--- src/hdl/mte_pkg.sv ---
// Shared constants and types for the MIDI track event encoder.
`timescale 1ns / 1ps
`default_nettype none
package mte_pkg;

	localparam int TIME_W        = 28;
	localparam int TIME_BITS_DEF = 28;
	localparam int EVT_TIME_W    = TIME_W + 1;
	localparam int CNT_W         = $clog2(TIME_W + 1);
	localparam int VLQ_BITS      = 7;

	localparam logic [1:0] ACT_EVENT   = 2'd0;
	localparam logic [1:0] ACT_PAYLOAD = 2'd1;
	localparam logic [1:0] ACT_END     = 2'd2;

	localparam logic [7:0] ST_NOTE_OFF = 8'h80;
	localparam logic [7:0] ST_NOTE_ON  = 8'h90;
	localparam logic [7:0] ST_CTRL     = 8'hB0;
	localparam logic [7:0] ST_PROGRAM  = 8'hC0;
	localparam logic [7:0] ST_BEND     = 8'hE0;
	localparam logic [7:0] ST_SYSEX    = 8'hF0;
	localparam logic [7:0] ST_META     = 8'hFF;
	localparam logic [7:0] META_EOT    = 8'h2F;

	typedef struct packed {
		logic start;
		logic clear;
	} dctl_t;

	typedef struct packed {
		logic busy;
		logic done;
	} dstat_t;

endpackage
`default_nettype wire

--- src/hdl/mte_delta_serial.sv ---
// Bit-serial tick delta subtractor with clamping, saturation and last-time register.
`timescale 1ns / 1ps
`default_nettype none
module mte_delta_serial
	import mte_pkg::*;
#(
	parameter int TIME_BITS = TIME_BITS_DEF
) (
	input  wire                  clk,
	input  wire                  arst_n,
	input  wire dctl_t           ctl,
	input  wire [TIME_W-1:0]     t_in,
	output logic [TIME_BITS-1:0] delta,
	output dstat_t               st
);

	logic [TIME_W-1:0]    prev_q;
	logic [TIME_W-1:0]    t_sh_q;
	logic [TIME_W-1:0]    p_sh_q;
	logic [TIME_BITS-1:0] d_sh_q;
	logic [TIME_BITS-1:0] d_q;
	logic [CNT_W-1:0]     cnt_q;
	logic                 borrow_q;
	logic                 sat_q;
	logic                 busy_q;
	logic                 done_q;

	logic                 diff;
	logic                 borrow_n;
	logic                 in_range;
	logic [TIME_BITS-1:0] d_next;
	logic                 sat_next;

	always_comb begin
		diff     = t_sh_q[0] ^ p_sh_q[0] ^ borrow_q;
		borrow_n = (~t_sh_q[0] & p_sh_q[0]) | (~(t_sh_q[0] ^ p_sh_q[0]) & borrow_q);
		in_range = cnt_q < CNT_W'(TIME_BITS);
		d_next   = in_range ? {diff, d_sh_q[TIME_BITS-1:1]} : d_sh_q;
		sat_next = sat_q | (~in_range & diff);
	end

	always_ff @(posedge clk or negedge arst_n) begin
		if (!arst_n) begin
			prev_q <= '0;
			busy_q <= 1'b0;
			done_q <= 1'b0;
		end else begin
			done_q <= 1'b0;
			if (ctl.clear) begin
				prev_q <= '0;
			end else if (ctl.start) begin
				prev_q <= t_in;
				busy_q <= 1'b1;
			end else if (busy_q && cnt_q == CNT_W'(TIME_W - 1)) begin
				busy_q <= 1'b0;
				done_q <= 1'b1;
			end
		end
	end

	always_ff @(posedge clk) begin
		if (ctl.start) begin
			t_sh_q   <= t_in;
			p_sh_q   <= prev_q;
			cnt_q    <= '0;
			borrow_q <= 1'b0;
			sat_q    <= 1'b0;
		end else if (busy_q) begin
			t_sh_q   <= t_sh_q >> 1;
			p_sh_q   <= p_sh_q >> 1;
			cnt_q    <= cnt_q + CNT_W'(1);
			borrow_q <= borrow_n;
			sat_q    <= sat_next;
			d_sh_q   <= d_next;
			if (cnt_q == CNT_W'(TIME_W - 1)) begin
				if (borrow_n) begin
					d_q <= '0;
				end else if (sat_next) begin
					d_q <= '1;
				end else begin
					d_q <= d_next;
				end
			end
		end
	end

	assign delta   = d_q;
	assign st.busy = busy_q;
	assign st.done = done_q;

endmodule
`default_nettype wire

--- config.mk ---
export PLATFORM = sky130hd
export DESIGN_NAME = mte_delta_serial
export DESIGN_NICKNAME = d
export VERILOG_FILES = /design/src/hdl/mte_pkg.sv /design/src/hdl/mte_delta_serial.sv
export SDC_FILE = /design/constraint.sdc
export NUM_CORES = 1
export LEC_CHECK = 0
export BUFFER_PORTS_ARGS = -buffer_cell sky130_fd_sc_hd__clkbuf_2
export CORE_MARGIN = 2
export CORE_UTILIZATION = 50
export CTS_CLUSTER_DIAMETER = 100
export DETAILED_ROUTE_END_ITERATION = 6
export PLACE_DENSITY = 0.74
export REMOVE_ABC_BUFFERS = 1
export SETUP_SLACK_MARGIN = 0.2
export SYNTH_ARGS = -nofsm -noshare
export SYNTH_HDL_FRONTEND = slang
export SYNTH_SLANG_ARGS = --single-unit
--- constraint.sdc ---
create_clock -name clk -period 6.95 [get_ports clk]
set_input_delay 1.39 -clock clk [delete_from_list [all_inputs] [get_ports clk]]
set_output_delay 1.39 -clock clk [all_outputs]
set_load 0.03 [all_outputs]
# == Yosys cells after proc, flatten, opt, wreduce, memory -nomap -nowiden ==
# Cells that the tools add are included.
# totals
regBits,149
out_inout_bits,30
input_bits,32
# op_classes
add_sub_neg,1
n_mux,13
n_bitwise,12
eq_ne,1
n_reduce_logical,7
order_cmp,1
# op_table
operator,n
two-way mux 28 bit,8
nonzero test 2 bit,3
"adder 5 x 1 -> 5 bit, second input constant",1
"== test 5 bit, second input constant",1
"less-than comparator 5 bit, second input constant",1
two-way mux 1 bit,5
inverter 1 bit,5
AND reduction 2 bit,2
AND 1 bit,3
AND reduction 3 bit,1
OR 1 bit,2
XOR 1 bit,2
logical AND 1 bit,1

# == Logic depth before layout (Yosys ltp) ==
# logic_depth
depth_word,5
mapped_depth,6
depth_no_buf,5

# == Least setup slack after synthesis ==
# Ideal clock, no wire load.
# synth_path
path_type,input-to-reg
from,input ctl[1] in the netlist's numbering
to,"register d_q[0] (netlist: delta[0]), enable pin"
cell_stages,2
t_arrival_ps,3474
setup_ps,448
n_path_buf,0
slack_ps,3028
cell_sequence,nand2b_1 nor3_1
# synth_via
elab_chain_cells,2
# synth_lines
element,line,text
start: declaration,mte_delta_serial.sv:11,"input wire dctl_t ctl,"
inverter 1 bit (no line),--,
AND reduction 3 bit (no line),--,
end signal: assignment,mte_delta_serial.sv:81,d_q <= d_next;
end: declaration,mte_delta_serial.sv:21,logic [TIME_BITS-1:0] d_q;
# No other way between the ends.
# A chain may end at the register's enable or synchronous reset.

# == Final worst setup path ==
# layout_path
from,input ctl[1] in the netlist's numbering
to,"register p_sh_q[6], enable pin"
# layout_via
elab_chain_cells,1
# layout_lines
element,line,text
nonzero test 2 bit (no line),--,
end signal: assignment,mte_delta_serial.sv:64,p_sh_q <= prev_q;
end signal: assignment,mte_delta_serial.sv:70,p_sh_q <= p_sh_q >> 1;
end: declaration,mte_delta_serial.sv:19,logic [TIME_W-1:0] p_sh_q;
# No other way between the ends.

==> summary.txt <==
Status
  • Outcome: complete, no violations

Logic synthesis
  • Synth Area in Compound Gates: 8.99%
  • Synth area leaders: edfxtp_1 53%, dfrtp_1 12%, nand2_1 8.2%
  • Largest family of logic cells by synthesized area: simple AND/OR/NAND/NOR gates
  • Top FF cell, synth: edfxtp_1
  • Syn Area/Cell: 12.0 sq um
  • Netlist Area Pre-Place: 0.00633 sq mm
  • Synth unique cells: 35
  • #FFs+latches synth: 149
  • Post-Synth Simple-Gate Area: 13.0%
  • Sequential share of the synthesized area: 67.2%
  • Commonest cells post-synth: 139 x nand2_1, 112 x edfxtp_1, 30 x a21oi_1, 30 x dfrtp_1, 30 x inv_1
  • Synth top area share: 53.1%
  • Post-synth EDFFs: 112
  • Most common cell in the netlist: nand2_1
  • XOR/XNOR Fraction of Synth Area: 0.553%
  • Yosys top cell by area: edfxtp_1
  • Gate Count Post-Synth: 526
  • Async S/R FF share, synth: 20.1%
  • Ys Warns: 0
  • Mux share of post-synthesis cell area: 4.96%
  • Synth Area in Adders: 0.514%

Setup path
  • Bufs and invs on worst path: 3
  • Crit-path max cell delay: 0.61 ns
  • Crit path arrival time: 3.25 ns
  • CP max-delay cell: buf_4
  • Critical Path Most Common Cell: buf_4
  • Crit path max-delay family: buffers and inverters
  • Crit. End Element: flip-flop
  • Worst path cell trace: buf_2 > buf_4 > or2_2 > buf_4
  • Worst path required time: 7.00 ns
  • Setup CP Type: in2reg
  • Critical Path Start Type: input pin
  • Crit-path max FO: 62

Placement
  • Cells after DPL: 726
  • Port bufs: 61
  • DP Wirelength: 6.22 mm
  • Worst slack, placed: 3.29 ns
  • Routability cong.: 0.714

Global route
  • Gr usage total: 17.7%
  • Vias in the first global route: 3,681
  • GR Overflow Total: 0
  • First-pass GRT wire length: 18.4 mm
  • Pin count of the biggest net entering global routing: 63
  • Antenna violations before repair: 0

Clock tree
  • Num CTS Buffers: 17
  • Postcts setup bufs: 0
  • H-tree Lvls: 4
  • Hold_buf cts: 0
  • Reg clk slew, reported paths: 0.06 ns
  • Resize count post-CTS: 0
  • Max Root-Sink Buffers: 2
  • CTS Root Cell: clkbuf_16
  • CTS tree: built
  • Worst skew pair latency: 0.42 ns
  • CTS sink count: 149

STA
  • Max_slew headroom: 25.9%
  • Unrepaired setup endpoints after global routing: false
  • Worst setup margin: 3.75 ns
  • Post-route setup TNS: 0 ns
  • Period utilization: 46.1%
  • FMAX: 312 MHz
  • Post-layout minimum cycle time: 3.20 ns
  • Pin slew with the least headroom to its limit: 1.11 ns
  • Finish-stage setup viols: 0
  • Final Max Tran Viols: 0
  • Clock skew: 0.00963 ns
  • Final hold violations: 0

Floorplan
  • Core area: 0.0125 sq mm
  • Io pins: 62
  • Die Span Y: 117 um
  • Die area: 0.0136 sq mm
  • Initial Util: 50.8%
  • # rows: 41
  • Die width: 117 um

Final layout
  • Finished Layout Cells: 758
  • Nets: 607
  • FF+latch area: 0.00425 sq mm
  • Share of layout cells above drive strength 1: 21.8%
  • Final core occ: 58.2%
  • Area growth syn-to-layout: 14.7%
  • Fillers: 1,039
  • Area of the multi-input gates: 0.00178 sq mm
  • Diodes inserted: 0

Power
  • P_sw: 0.000433 W
  • Clock Power Share: 42.4%
  • Sw Ratio: 21.5%
  • Largest vdd supply drop: 0.000217 V
  • Int Pwr: 0.00158 W
  • Combinational share of power: 5.9%
  • Leakage Power: 3.03 nW
  • Sequential share of power: 51.6%
  • PwrDens: 278 mW/mm^2

Drt
  • Vias per Instance: 5.20
  • WL final: 11.0 mm
  • WL/cell: 14.5 um
  • Final ANT Viol Nets: 0
  • Iteration count of the initial detailed-routing pass: 6
  • DR DRC count: 0
  • 1st-iter DRT viols: 398
  • Vias: 3,940

Run
  • Max_cap viols: 0

Min path
  • Hold Crit Class: reg2reg
logic make-up (layout without fill, tap and decap cells):
| family | Yosys count | after routing |
|---|---|---|
| simple gates | 189 | 189 |
| flops | 149 | 149 |
| compound gates | 86 | 86 |
| buf+inv | 68 | 128 |
| mux | 28 | 28 |
| xor+xnor | 4 | 4 |
| fa+ha+maj | 2 | 2 |
power groups by stage:
stage	clock network [W]	logic, W	registers, W
5_1_grt	0.000910	0.000137	0.00105
3_5_place_dp	0	0.000120	0.00106
6_report	0.000856	0.000120	0.00104
4_1_cts	0.000869	0.000122	0.00104
2_1_floorplan	0	0.0000751	0.00105
3_3_place_gp	0	0.000117	0.00106
cell usage in the layout (no fill, tap or decap), types with 2 or more instances in the layout:
cell / count
nand2_1: 139
edfxtp_1: 112
clkbuf_2: 60
inv_1: 30
a21oi_1: 30
dfrtp_1: 30
o21ai_0: 27
mux2_2: 27
o311a_1: 27
or3_1: 25
clkbuf_16: 17
nor2_1: 9
dfxtp_1: 7
clkinv_2: 7
buf_4: 4
xor2_1: 3
clkbuf_8: 3
nand2b_1: 2
or4_1: 2
nand4_1: 2
and2_1: 2
clkinvlp_4: 2
clkbuf_1: 2
final timing paths:
kind / end / from / slack, ns / cells past startpoint
worst max-delay path: p_sh_q[6]$_DFFE_PP_ / ctl[1] / 3.75 / 4
worst min-delay path: borrow_q$_SDFFE_PP0P_ / borrow_q$_SDFFE_PP0P_ / 0.50 / 2
worst max register to register: delta[17]$_SDFFCE_PP0P_ / t_sh_q[0]$_DFFE_PP_ / 4.68 / 4
worst min register to register: borrow_q$_SDFFE_PP0P_ / borrow_q$_SDFFE_PP0P_ / 0.50 / 2
max in group asynchronous: prev_q[4]$_DFFE_PN0P_ / arst_n / 5.35 / 1
min in group asynchronous: prev_q[16]$_DFFE_PN0P_ / arst_n / 1.06 / 1
per-stage QoR:
stage	power [W]	hold slack [ns]	area, sq um
after global routing	0.00209	0.549	7260
final	0.00202	0.499	7260
after detailed placement	0.00118	0.489	6710
after CTS	0.00203	0.507	7260
after floorplan	0.00113	0.458	6150
after global placement	0.00117	0.477	6710
sequential cells by signal (all words and copies together), names as in the netlist:
| name | cells |
|---|---|
| cnt_q | 5 |
| d_sh_q | 28 |
| sat_q | 1 |
| delta | 28 |
| done_q | 1 |
| busy_q | 1 |
| borrow_q | 1 |
| p_sh_q | 28 |
| prev_q | 28 |
| t_sh_q | 28 |
cell type report:
class / instances / area share (%)
sequential: 149 / 58.6
multi-input combinational: 309 / 24.6
clock buffer: 22 / 6.53
timing repair buffer: 65 / 4.62
tap: 172 / 2.96
inverter: 31 / 1.60
clock inverter: 10 / 1.10
worst reg2reg max path, cell delays in order (launching register included):
cell and delay [ns]:
edfxtp_1 0.40, fa_1 0.55, or2_1 0.50, or3_1 0.42, o311a_1 0.14
routing by layer:
| layer | track usage [%] | share of wire [%] |
|---|---|---|
| met1 | 25.0 | 48 |
| met2 | 26.5 | 47 |
| met3 | 6.75 | 4.9 |
| met4 | 4.05 | 0.70 |
| met5 | 0 | 0 |
Power figures use the tool's default switching activity.
